`src/rtl/srs_pkg.sv`:
```
package srs_pkg;

  localparam int WINDOW_MAX = 32;
  localparam int STAMP_BITS = 32;
  localparam int RING_BITS = 6;
  localparam int SEQ_BITS = 17;
  localparam int HALF_RING = 32;
  localparam int WIN_CEIL = (WINDOW_MAX < HALF_RING) ? WINDOW_MAX : HALF_RING;
  localparam int THRESH_FLOOR = 8;
  localparam int FAST_EXTRA = 3;
  localparam int DUP_TRIGGER = 3;
  localparam logic [15:0] RST_PACKET_COUNT = 16'd1;
  localparam logic [15:0] RST_THRESHOLD = 16'd8;
  localparam logic [15:0] RST_TIMEOUT = 16'd300;
  localparam logic [5:0] RST_WINDOW = 6'd1;

  typedef enum logic [1:0] {
    KIND_TICK = 2'd0,
    KIND_ACK  = 2'd1,
    KIND_POLL = 2'd2,
    KIND_NONE = 2'd3
  } kind_t;

  typedef enum logic [1:0] {
    REASON_FIRST   = 2'd0,
    REASON_TIMEOUT = 2'd1,
    REASON_FAST    = 2'd2,
    REASON_SPARE   = 2'd3
  } reason_t;

  typedef enum logic [1:0] {
    MODE_SLOW  = 2'd0,
    MODE_AVOID = 2'd1,
    MODE_FAST  = 2'd2,
    MODE_HOLD  = 2'd3
  } mode_t;

  typedef enum logic [1:0] {
    CFG_PACKET_COUNT = 2'd0,
    CFG_INIT_WINDOW  = 2'd1,
    CFG_INIT_THRESH  = 2'd2,
    CFG_TIMEOUT      = 2'd3
  } cfg_idx_t;

  typedef struct packed {
    logic ack;
    logic [1:0] dup;
    logic run;
    logic [STAMP_BITS-1:0] start;
  } ring_row_t;

  typedef struct packed {
    logic capture;
    logic tick_inc;
    logic ptr_base;
    logic ptr_ack;
    logic ptr_ackp1;
    logic ptr_next;
    logic ptr_inc;
    logic base_inc;
    logic wr_poll;
    logic wr_timeout;
    logic wr_retx;
    logic wr_ack_new;
    logic wr_dup;
    logic wr_fast;
    logic set_res;
    reason_t res_reason;
    logic load_out;
  } srs_cmd_t;

  typedef struct packed {
    kind_t kind;
    logic ack_bad;
    logic mark;
    logic below_base;
    logic at_base;
    logic dup_trig;
    logic scan_done;
    logic expired;
    logic walk_ok;
    logic retx_ok;
    logic poll_ok;
    logic out_free;
  } srs_stat_t;

  function automatic logic [5:0] clamp_window(input logic [SEQ_BITS-1:0] w);
    logic [5:0] r;
    if (w > SEQ_BITS'(WIN_CEIL)) begin
      r = 6'(WIN_CEIL);
    end else if (w == '0) begin
      r = 6'd1;
    end else begin
      r = w[5:0];
    end
    return r;
  endfunction

endpackage

```
`src/rtl/selective_repeat_sender_cc.sv`:
```
// Selective-repeat sender with a Reno-like congestion window.
// The input channel carries one event per transfer: tuser holds the kind
// (tick, acknowledgement, send poll) and tdata the acknowledged sequence
// number. The output channel carries at most one send per event: tdata holds
// the sequence number, the window after the event and the all-acked flag,
// and tuser the reason (first send, timeout retransmit, fast retransmit).
// The configuration channel writes packet count, initial window, initial
// threshold and timeout; it is always ready and is to be used only while idle, which the block itself does not enforce.
// Each event is processed alone through a state sequencer and one ring
// memory port. A poll checks the next sequence number; a tick checks the
// window entries from the base up to the first one that expires; an
// acknowledgement reads its entry, then walks the base forward over acked
// entries when it acknowledges the base, or checks the entry after it when
// it triggers a fast retransmit. An event that sends keeps the input not
// ready until its send has been loaded into the registered output.
// A stalled output holds its transfer while the next event is accepted;
// a second send then waits until the first one has been taken.
// Reset returns the sender state and configuration to their start values and clears the ring marks.
module selective_repeat_sender_cc
  import srs_pkg::*;
(
  input  logic        clk,
  input  logic        rst_n,
  input  logic        in_tvalid,
  output logic        in_tready,
  input  logic [15:0] in_tdata,   // ack_seq
  input  logic [1:0]  in_tuser,   // kind
  output logic        out_tvalid,
  input  logic        out_tready,
  output logic [23:0] out_tdata,  // send_seq, window_now, all_acked, zero pad
  output logic [1:0]  out_tuser,  // send_reason
  input  logic        cfg_valid,
  output logic        cfg_ready,
  input  logic [1:0]  cfg_index,
  input  logic [15:0] cfg_data
);

  srs_cmd_t cmd;
  srs_stat_t st;

  assign cfg_ready = 1'b1;

  srs_ctrl u_ctrl (
    .clk       (clk),
    .rst_n     (rst_n),
    .in_tvalid (in_tvalid),
    .in_tready (in_tready),
    .st        (st),
    .cmd       (cmd)
  );

  srs_dp u_dp (
    .clk        (clk),
    .rst_n      (rst_n),
    .cmd        (cmd),
    .st         (st),
    .in_tdata   (in_tdata),
    .in_tuser   (in_tuser),
    .cfg_valid  (cfg_valid),
    .cfg_index  (cfg_index),
    .cfg_data   (cfg_data),
    .out_tvalid (out_tvalid),
    .out_tready (out_tready),
    .out_tdata  (out_tdata),
    .out_tuser  (out_tuser)
  );

endmodule

```
`src/rtl/srs_ctrl.sv`:
```
module srs_ctrl
  import srs_pkg::*;
(
  input  logic      clk,
  input  logic      rst_n,
  input  logic      in_tvalid,
  output logic      in_tready,
  input  srs_stat_t st,
  output srs_cmd_t  cmd
);

  typedef enum logic [10:0] {
    S_IDLE    = 11'b00000000001,
    S_DISP    = 11'b00000000010,
    S_TICK_RD = 11'b00000000100,
    S_TICK_CK = 11'b00000001000,
    S_ACK_RD  = 11'b00000010000,
    S_ACK_CK  = 11'b00000100000,
    S_RETX_RD = 11'b00001000000,
    S_RETX_CK = 11'b00010000000,
    S_WALK_RD = 11'b00100000000,
    S_WALK_CK = 11'b01000000000,
    S_POLL    = 11'b10000000000
  } state_t;

  state_t state_r, state_nxt;
  logic emit_r, emit_nxt;

  assign in_tready = (state_r == S_IDLE) && !emit_r;

  always_ff @(posedge clk) begin
    if (!rst_n) begin
      state_r <= S_IDLE;
      emit_r <= 1'b0;
    end else begin
      state_r <= state_nxt;
      emit_r <= emit_nxt;
    end
  end

  always_comb begin
    state_nxt = state_r;
    emit_nxt = emit_r;
    cmd = '0;
    if (emit_r && st.out_free) begin
      cmd.load_out = 1'b1;
      emit_nxt = 1'b0;
    end
    unique case (state_r)
      S_IDLE: begin
        if (in_tvalid && in_tready) begin
          cmd.capture = 1'b1;
          state_nxt = S_DISP;
        end
      end
      S_DISP: begin
        unique case (st.kind)
          KIND_TICK: begin
            cmd.tick_inc = 1'b1;
            cmd.ptr_base = 1'b1;
            state_nxt = S_TICK_RD;
          end
          KIND_ACK: begin
            if (st.ack_bad) begin
              state_nxt = S_IDLE;
            end else begin
              cmd.ptr_ack = 1'b1;
              state_nxt = S_ACK_RD;
            end
          end
          KIND_POLL: begin
            cmd.ptr_next = 1'b1;
            state_nxt = S_POLL;
          end
          default: state_nxt = S_IDLE;
        endcase
      end
      S_POLL: begin
        if (st.poll_ok) begin
          cmd.wr_poll = 1'b1;
          cmd.set_res = 1'b1;
          cmd.res_reason = REASON_FIRST;
          emit_nxt = 1'b1;
        end
        state_nxt = S_IDLE;
      end
      S_TICK_RD: begin
        state_nxt = st.scan_done ? S_IDLE : S_TICK_CK;
      end
      S_TICK_CK: begin
        if (st.expired) begin
          cmd.wr_timeout = 1'b1;
          cmd.set_res = 1'b1;
          cmd.res_reason = REASON_TIMEOUT;
          emit_nxt = 1'b1;
          state_nxt = S_IDLE;
        end else begin
          cmd.ptr_inc = 1'b1;
          state_nxt = S_TICK_RD;
        end
      end
      S_ACK_RD: state_nxt = S_ACK_CK;
      S_ACK_CK: begin
        if (!st.mark) begin
          if (st.below_base) begin
            state_nxt = S_IDLE;
          end else begin
            cmd.wr_ack_new = 1'b1;
            state_nxt = st.at_base ? S_WALK_RD : S_IDLE;
          end
        end else if (!st.dup_trig) begin
          cmd.wr_dup = 1'b1;
          state_nxt = S_IDLE;
        end else begin
          cmd.wr_fast = 1'b1;
          cmd.ptr_ackp1 = 1'b1;
          state_nxt = S_RETX_RD;
        end
      end
      S_RETX_RD: state_nxt = st.retx_ok ? S_RETX_CK : S_IDLE;
      S_RETX_CK: begin
        if (!st.mark) begin
          cmd.wr_retx = 1'b1;
          cmd.set_res = 1'b1;
          cmd.res_reason = REASON_FAST;
          emit_nxt = 1'b1;
        end
        state_nxt = S_IDLE;
      end
      S_WALK_RD: state_nxt = st.walk_ok ? S_WALK_CK : S_IDLE;
      S_WALK_CK: begin
        if (st.mark) begin
          cmd.base_inc = 1'b1;
          cmd.ptr_inc = 1'b1;
          state_nxt = S_WALK_RD;
        end else begin
          state_nxt = S_IDLE;
        end
      end
      default: state_nxt = S_IDLE;
    endcase
  end

endmodule

```
`src/rtl/srs_dp.sv`:
```
module srs_dp
  import srs_pkg::*;
(
  input  logic        clk,
  input  logic        rst_n,
  input  srs_cmd_t    cmd,
  output srs_stat_t   st,
  input  logic [15:0] in_tdata,
  input  logic [1:0]  in_tuser,
  input  logic        cfg_valid,
  input  logic [1:0]  cfg_index,
  input  logic [15:0] cfg_data,
  output logic        out_tvalid,
  input  logic        out_tready,
  output logic [23:0] out_tdata,
  output logic [1:0]  out_tuser
);

  localparam int RING = 1 << RING_BITS;

  logic [15:0] pc_r, to_r;
  logic [SEQ_BITS-1:0] base_r, next_r, ptr_r;
  logic [15:0] acked_r, thr_r, ack_r;
  logic [5:0] cw_r;
  mode_t mode_r;
  kind_t kind_r;
  logic [STAMP_BITS-1:0] tick_r;
  logic [15:0] res_seq_r;
  reason_t res_reason_r;
  logic out_valid_r;
  logic [15:0] out_seq_r;
  logic [1:0] out_reason_r;
  logic [5:0] out_win_r;
  logic out_all_r;

  ring_row_t ring_mem [RING];
  logic [RING-1:0] ring_vld_r;
  ring_row_t rd_raw_r;
  logic rd_vld_r;
  ring_row_t rd;
  ring_row_t wr_row;
  logic wr_en;
  logic [RING_BITS-1:0] idx;

  logic [SEQ_BITS-1:0] win_end, ack_ext, ackp1;
  logic [15:0] halved;
  logic [5:0] cw_grow;
  mode_t mode_grow;
  logic [2:0] dup_inc;
  logic [6:0] dbl;
  logic all_acked;

  assign idx = ptr_r[RING_BITS-1:0];
  assign rd = rd_vld_r ? rd_raw_r : '0;
  assign win_end = base_r + SEQ_BITS'(cw_r);
  assign ack_ext = {1'b0, ack_r};
  assign ackp1 = ack_ext + SEQ_BITS'(1);
  assign halved = (cw_r[5:1] > 5'(THRESH_FLOOR)) ? {11'd0, cw_r[5:1]} : 16'(THRESH_FLOOR);
  assign dup_inc = {1'b0, rd.dup} + 3'd1;
  assign dbl = {cw_r, 1'b0};
  assign all_acked = acked_r >= pc_r;

  always_comb begin
    cw_grow = cw_r;
    mode_grow = mode_r;
    case (mode_r)
      MODE_SLOW: begin
        cw_grow = clamp_window(SEQ_BITS'(dbl));
        if ({9'd0, dbl} >= thr_r) begin
          mode_grow = MODE_AVOID;
        end
      end
      MODE_AVOID: cw_grow = clamp_window(SEQ_BITS'(cw_r) + SEQ_BITS'(1));
      MODE_FAST: begin
        cw_grow = clamp_window({1'b0, thr_r});
        mode_grow = MODE_AVOID;
      end
      default: cw_grow = clamp_window(SEQ_BITS'(cw_r));
    endcase
  end

  always_comb begin
    st.kind = kind_r;
    st.ack_bad = (ack_r == '0) || (ack_ext >= next_r) ||
                 (ack_ext + SEQ_BITS'(HALF_RING) < base_r);
    st.mark = rd.ack;
    st.below_base = ack_ext < base_r;
    st.at_base = ack_ext == base_r;
    st.dup_trig = dup_inc >= 3'(DUP_TRIGGER);
    st.scan_done = (ptr_r >= win_end) || (ptr_r >= next_r);
    st.expired = !rd.ack && rd.run && ((tick_r - rd.start) >= STAMP_BITS'(to_r));
    st.walk_ok = (base_r < next_r) && (base_r <= {1'b0, pc_r});
    st.retx_ok = ptr_r < next_r;
    st.poll_ok = (next_r <= {1'b0, pc_r}) && (next_r < win_end);
    st.out_free = !out_valid_r || out_tready;
  end

  always_comb begin
    wr_en = 1'b1;
    wr_row = rd;
    if (cmd.wr_poll) begin
      wr_row = '{ack: 1'b0, dup: 2'd0, run: 1'b1, start: tick_r};
    end else if (cmd.wr_timeout || cmd.wr_retx) begin
      wr_row.run = 1'b1;
      wr_row.start = tick_r;
    end else if (cmd.wr_ack_new) begin
      wr_row.ack = 1'b1;
      wr_row.dup = 2'd1;
      wr_row.run = 1'b0;
    end else if (cmd.wr_dup) begin
      wr_row.dup = dup_inc[1:0];
    end else if (cmd.wr_fast) begin
      wr_row.dup = 2'd1;
    end else begin
      wr_en = 1'b0;
    end
  end

  always_ff @(posedge clk) begin
    if (wr_en) begin
      ring_mem[idx] <= wr_row;
    end
    rd_raw_r <= ring_mem[idx];
  end

  always_ff @(posedge clk) begin
    if (!rst_n) begin
      ring_vld_r <= '0;
      rd_vld_r <= 1'b0;
    end else begin
      if (wr_en) begin
        ring_vld_r[idx] <= 1'b1;
      end
      rd_vld_r <= ring_vld_r[idx];
    end
  end

  always_ff @(posedge clk) begin
    if (!rst_n) begin
      pc_r <= RST_PACKET_COUNT;
      to_r <= RST_TIMEOUT;
      base_r <= SEQ_BITS'(1);
      next_r <= SEQ_BITS'(1);
      acked_r <= '0;
      cw_r <= clamp_window(SEQ_BITS'(RST_WINDOW));
      thr_r <= RST_THRESHOLD;
      mode_r <= MODE_SLOW;
      tick_r <= '0;
      kind_r <= KIND_NONE;
      out_valid_r <= 1'b0;
    end else begin
      if (cfg_valid) begin
        unique case (cfg_idx_t'(cfg_index))
          CFG_PACKET_COUNT: pc_r <= cfg_data;
          CFG_INIT_WINDOW: begin
            if (next_r == SEQ_BITS'(1)) begin
              cw_r <= clamp_window(SEQ_BITS'(cfg_data[5:0]));
            end
          end
          CFG_INIT_THRESH: begin
            if (next_r == SEQ_BITS'(1)) begin
              thr_r <= cfg_data;
            end
          end
          CFG_TIMEOUT: to_r <= cfg_data;
          default: ;
        endcase
      end
      if (cmd.capture) begin
        kind_r <= kind_t'(in_tuser);
      end
      if (cmd.tick_inc) begin
        tick_r <= tick_r + STAMP_BITS'(1);
      end
      if (cmd.wr_poll) begin
        next_r <= next_r + SEQ_BITS'(1);
      end
      if (cmd.base_inc) begin
        base_r <= base_r + SEQ_BITS'(1);
      end
      if (cmd.wr_timeout) begin
        thr_r <= halved;
        cw_r <= 6'd1;
        mode_r <= MODE_SLOW;
      end
      if (cmd.wr_ack_new) begin
        acked_r <= acked_r + 16'd1;
        cw_r <= cw_grow;
        mode_r <= mode_grow;
      end
      if (cmd.wr_fast) begin
        thr_r <= halved;
        cw_r <= clamp_window({1'b0, halved} + SEQ_BITS'(FAST_EXTRA));
        mode_r <= MODE_FAST;
      end
      if (cmd.load_out) begin
        out_valid_r <= 1'b1;
      end else if (out_tready) begin
        out_valid_r <= 1'b0;
      end
    end
  end

  always_ff @(posedge clk) begin
    if (cmd.capture) begin
      ack_r <= in_tdata;
    end
    if (cmd.ptr_base) begin
      ptr_r <= base_r;
    end else if (cmd.ptr_ack) begin
      ptr_r <= ack_ext;
    end else if (cmd.ptr_ackp1) begin
      ptr_r <= ackp1;
    end else if (cmd.ptr_next) begin
      ptr_r <= next_r;
    end else if (cmd.ptr_inc) begin
      ptr_r <= ptr_r + SEQ_BITS'(1);
    end
    if (cmd.set_res) begin
      res_seq_r <= ptr_r[15:0];
      res_reason_r <= cmd.res_reason;
    end
    if (cmd.load_out) begin
      out_seq_r <= res_seq_r;
      out_reason_r <= res_reason_r;
      out_win_r <= cw_r;
      out_all_r <= all_acked;
    end
  end

  assign out_tvalid = out_valid_r;
  assign out_tdata = {1'b0, out_all_r, out_win_r, out_seq_r};
  assign out_tuser = out_reason_r;

endmodule

```
`config.mk`:
```
export PLATFORM = sky130hd
export DESIGN_NAME = selective_repeat_sender_cc
export DESIGN_NICKNAME = d
export VERILOG_FILES = /design/src/rtl/srs_pkg.sv /design/src/rtl/selective_repeat_sender_cc.sv /design/src/rtl/srs_ctrl.sv /design/src/rtl/srs_dp.sv
export SDC_FILE = /design/constraint.sdc
export NUM_CORES = 2
export LEC_CHECK = 0
export BUFFER_PORTS_ARGS = -buffer_cell sky130_fd_sc_hd__buf_2
export CORE_UTILIZATION = 59
export DETAILED_ROUTE_END_ITERATION = 16
export PLACE_DENSITY = 0.75
export SYNTH_ARGS = -nofsm -noshare
export SYNTH_HDL_FRONTEND = slang
export SYNTH_SLANG_ARGS = --single-unit
```
`constraint.sdc`:
```
create_clock -name clk -period 13.25 [get_ports clk]
set_input_delay 1.9875 -clock clk [delete_from_list [all_inputs] [get_ports clk]]
set_output_delay 1.9875 -clock clk [all_outputs]
set_load 0.1 [all_outputs]
```
==> out/metrics.csv <==
stage,metric,value,unit
setup_path,"slowest stage delay, CP",870,ps
cells_and_area,fin area,117000,sq um
setup_path,CP arrival,8870,ps
routing,Routed Antenna Nets,0,
logic_synthesis,syn_area_per_cell,15.3,sq um
logic_synthesis,"Distinct cells, synth",81,
cells_and_area,nets,7200,
power_and_ir_drop,switching power,3.26,mW
placement,cell area after placement,108000,sq um
setup_path,reg2reg path depth,24,
sta,worst hold margin,420,ps
clocking,"Setup Fix Bufs, Post-CTS",0,
worst_hold_path,Hold EP,u_dp.out_seq_r[9]$_DFFE_PP_,
floorplan,Die H,422,um
logic_synthesis,#FFs+latches synth,2634,
worst_hold_path,hold wc startpoint,u_dp.res_seq_r[9]$_DFFE_PP_,
clocking,CTS sink count,2634,
clocking,TritonCTS clock tree,yes,
sta,min cycle time layout,8270,ps
floorplan,core box area,174000,sq um
sta,Max Clock Skew,71.8,ps
logic_synthesis,top-area cell type share of the netlist area,68.8,%
clocking,hold buffer count at cts,0,
setup_path,startpoint types,register,
routing,drt first pass iters,8,
placement,number of I/O port buffers,67,
power_and_ir_drop,Leak,40.9,nW
clocking,post-CTS resize count,0,
clocking,Clock Path Buffers,4,
sta,post-route setup TNS,0,ps
clocking,CTS Root Cell,clkbuf_16,
setup_path,worst reg2reg setup slack,4980,ps
cells_and_area,Util after Layout,66.9,%
status,outcome,"finished, violations left",
logic_synthesis,ys async rst share,0,%
setup_path,crit-path max FO,49,
power_and_ir_drop,clock power share,44.8,%
placement,Post-Place Cells,8965,
sta,Setup WS post-layout,4980,ps
power_and_ir_drop,Reg power frac,54.1,%
power_and_ir_drop,Int Pwr,13.3,mW
setup_path,"Buf+Inv Stages, Crit Path",4,
cells_and_area,Non-Filler Instances,9443,
floorplan,Initial Utilization,59.6,%
cells_and_area,"commonest non-fill, non-tap cell in the layout",edfxtp_1,
logic_synthesis,Syn Nets,7074,
clocking,Clock transition at path regs,60,ps
power_and_ir_drop,Tot Pwr,16.6,mW
routing,DR vias,67600,
global_route,gr ovfl total,0,
routing,Via density,7.16,
logic_synthesis,Post-Syn Area,104000,sq um
placement,post-DP HPWL,176,mm
routing,DRC violations left,0,
setup_path,most frequent cell on the critical path,buf_4,
global_route,GRT Total Usage,33.9,%
power_and_ir_drop,combinational power share,1.1,%
sta,RSZ-0062 raised after global routing,no,
worst_hold_path,min-delay worst type,register to register,
routing,final WL,307,mm
sta,final setup violating endpoints,0,
floorplan,# IOs,70,
sta,Fmax,121,MHz
floorplan,Die Span X,422,um
routing,WL per Instance,32.5,um
setup_path,Setup CP Type,register to register,
power_and_ir_drop,switch share,19.7,%
global_route,initial antenna violation count,26,
cells_and_area,most frequent cells in the layout,"edfxtp_1, a22oi_1, nand2_1",
flow_run,MaxCap Viol Count,1,
floorplan,cell row count,153,
logic_synthesis,"Top FF cell, synth",edfxtp_1,
sta,Final Hold Viols,0,
cells_and_area,share of layout cells above drive strength 1,11.5,%
clocking,Worst-Skew Late Latency,940,ps
global_route,first-pass GRT wire length,441,mm
worst_hold_path,Hold Path Stages,0,
setup_path,"Max stage delay cell, worst path",buf_4,
clocking,CTS Buf Count,277,
logic_synthesis,number of enable flip-flop cells after synthesis,2380,
status,failing checks,"max-capacitance violations, max-slew violations",
placement,Placer Congestion,0.932,
routing,drt first-iter violations,10200,
cells_and_area,Area growth syn-to-layout,12.2,%
sta,Slew headroom,-0.0850,%
setup_path,CP endpoint kind,register,
setup_path,reg2reg end,u_dp.ring_mem[40][8]$_DFFE_PP_,
cells_and_area,fillers,11300,
global_route,number of global-route vias before repair,64400,
logic_synthesis,Synth Warn #,0,
logic_synthesis,post-synthesis cell count,6794,
placement,pre-CTS WS,5060,ps
setup_path,"Req. time, crit path",13860,ps
sta,worst-margin pin slew,1490,ps
setup_path,CP cell instances,buf_4 > and2_1 > ha_1 > fa_1 > nand2b_1 > a21o_1 > a211oi_1 > or3_1 > xor2_1 > ha_1 > a21oi_1 > nor2b_1 > or4_1 > or4b_1 > nor4_1 > nand4_1 > nor4_1 > nand4b_1 > nand2_2 > inv_2 > nor3_4 > buf_4 > nor3_4 > buf_4,
setup_path,R2R Path Start,u_dp.rd_vld_r$_SDFF_PN0_,
floorplan,die area,178000,sq um
sta,fin crit share,62.4,%
sta,Max Slew Vio Count,1,
clocking,htree depth,5,
setup_path,instance count on the critical path,24,
power_and_ir_drop,Max rail drop VDD,0.135,mV
logic_synthesis,"Seq/Total Area, Yosys",73.7,%
power_and_ir_drop,pwr/cell area,142,nW/um^2
global_route,largest net degree at the start of global routing,95,
logic_synthesis,"area leader, netlist",edfxtp_1,
logic_synthesis,"top cells by area, synth","edfxtp_1, a22oi_1, dfxtp_1",
setup_path,Top delay family on crit path,simple AND/OR/NAND/NOR gates,
per-layer routing:
metal	global-route usage (%)	part of all wire [%]	vias to the layer above	wire [um]
met2	52.5	46	5439	140000
li1	-	-	27900	-
met4	14.8	4.7	36	14600
met3	9.19	14	907	43000
met5	0	0.075	-	231
met1	45.3	35	33300	108000
power groups by stage:
stage | Combinational [mW] | Sequential [mW] | Clock, mW
after floorplan | 0.121 | 9.12 | 0
after global placement | 0.171 | 9.13 | 0
after detailed placement | 0.176 | 9.13 | 0
after CTS | 0.177 | 8.96 | 7.45
after global routing | 0.195 | 8.95 | 7.76
final | 0.180 | 8.96 | 7.43
logic make-up (layout without fill, tap and decap cells):
group | after synthesis | count (layout) | synth area share [%]
xor gates and xnor gates | 125 | 125 | 1.05
and+or+nand+nor | 1153 | 1153 | 5.57
other | 2 | 3 | 0.00723
AOI/OAI and AO/OA | 2071 | 2071 | 14.5
DFF | 2634 | 2634 | 73.7
muxes | 30 | 30 | 0.294
adders and majority gates | 239 | 239 | 2.89
buffers and inverters | 540 | 863 | 2.05
cells in the mapped netlist (107+ instances only):
| library cell | n |
|---|---|
| nor2_1 | 198 |
| nand2_1 | 354 |
| a22oi_1 | 772 |
| a22o_1 | 207 |
| a31oi_1 | 208 |
| nand4_1 | 138 |
| a21oi_1 | 238 |
| inv_1 | 107 |
| a221oi_1 | 211 |
| clkbuf_1 | 326 |
| edfxtp_1 | 2380 |
| dfxtp_1 | 254 |
| ha_1 | 237 |
| o21ai_0 | 135 |
worst max-delay path by stage:
stage | startpoint | to | slack (ps)
6_report | u_dp.rd_vld_r$_SDFF_PN0_ | u_dp.ring_mem[40][8]$_DFFE_PP_ | 4980
5_1_grt | u_dp.rd_vld_r$_SDFF_PN0_ | u_dp.ring_mem[35][24]$_DFFE_PP_ | 4680
4_1_cts | u_dp.rd_vld_r$_SDFF_PN0_ | u_dp.ring_mem[40][8]$_DFFE_PP_ | 5060
3_5_place_dp | u_dp.rd_vld_r$_SDFF_PN0_ | u_dp.ring_mem[40][25]$_DFFE_PP_ | 5060
3_3_place_gp | u_dp.rd_vld_r$_SDFF_PN0_ | u_dp.ring_mem[40][22]$_DFFE_PP_ | 5060
2_1_floorplan | u_dp.rd_vld_r$_SDFF_PN0_ | u_dp.ring_mem[0][14]$_DFFE_PP_ | 5310
cell type report:
| cell class | instances | area (sq um) | area share (%) |
|---|---|---|---|
| sequential | 2634 | 76600 | 65.6 |
| clock inverter | 119 | 980 | 0.840 |
| multi-input combinational | 3620 | 26100 | 22.4 |
| inverter | 110 | 418 | 0.358 |
| antenna | 1 | 2.50 | 0.00215 |
| timing repair buffer | 277 | 2060 | 1.77 |
| tap | 2325 | 2910 | 2.49 |
| clock buffer | 357 | 7590 | 6.51 |
state kept, by name, summed over array words and instances (netlist names), 16 cells and up:
register         count
u_dp.rd_raw_r       36
u_dp.thr_r          16
u_dp.next_r         17
u_dp.ring_mem     2304
u_dp.res_seq_r      16
u_dp.ack_r          16
u_dp.out_seq_r      16
u_dp.to_r           16
u_dp.acked_r        16
u_dp.pc_r           16
u_dp.tick_r         32
u_dp.ptr_r          17
u_dp.base_r         17
u_dp.ring_vld_r     64
worst register-to-register path, delay by kind of cell (launching register included):
family / cells / cell delay (ps)
simple gates: 13 / 4150
buf+inv: 4 / 1620
fa+ha+maj: 3 / 970
compound gates: 3 / 650
flops: 1 / 310
xor+xnor: 1 / 220
(Power assumes the default switching activity.)
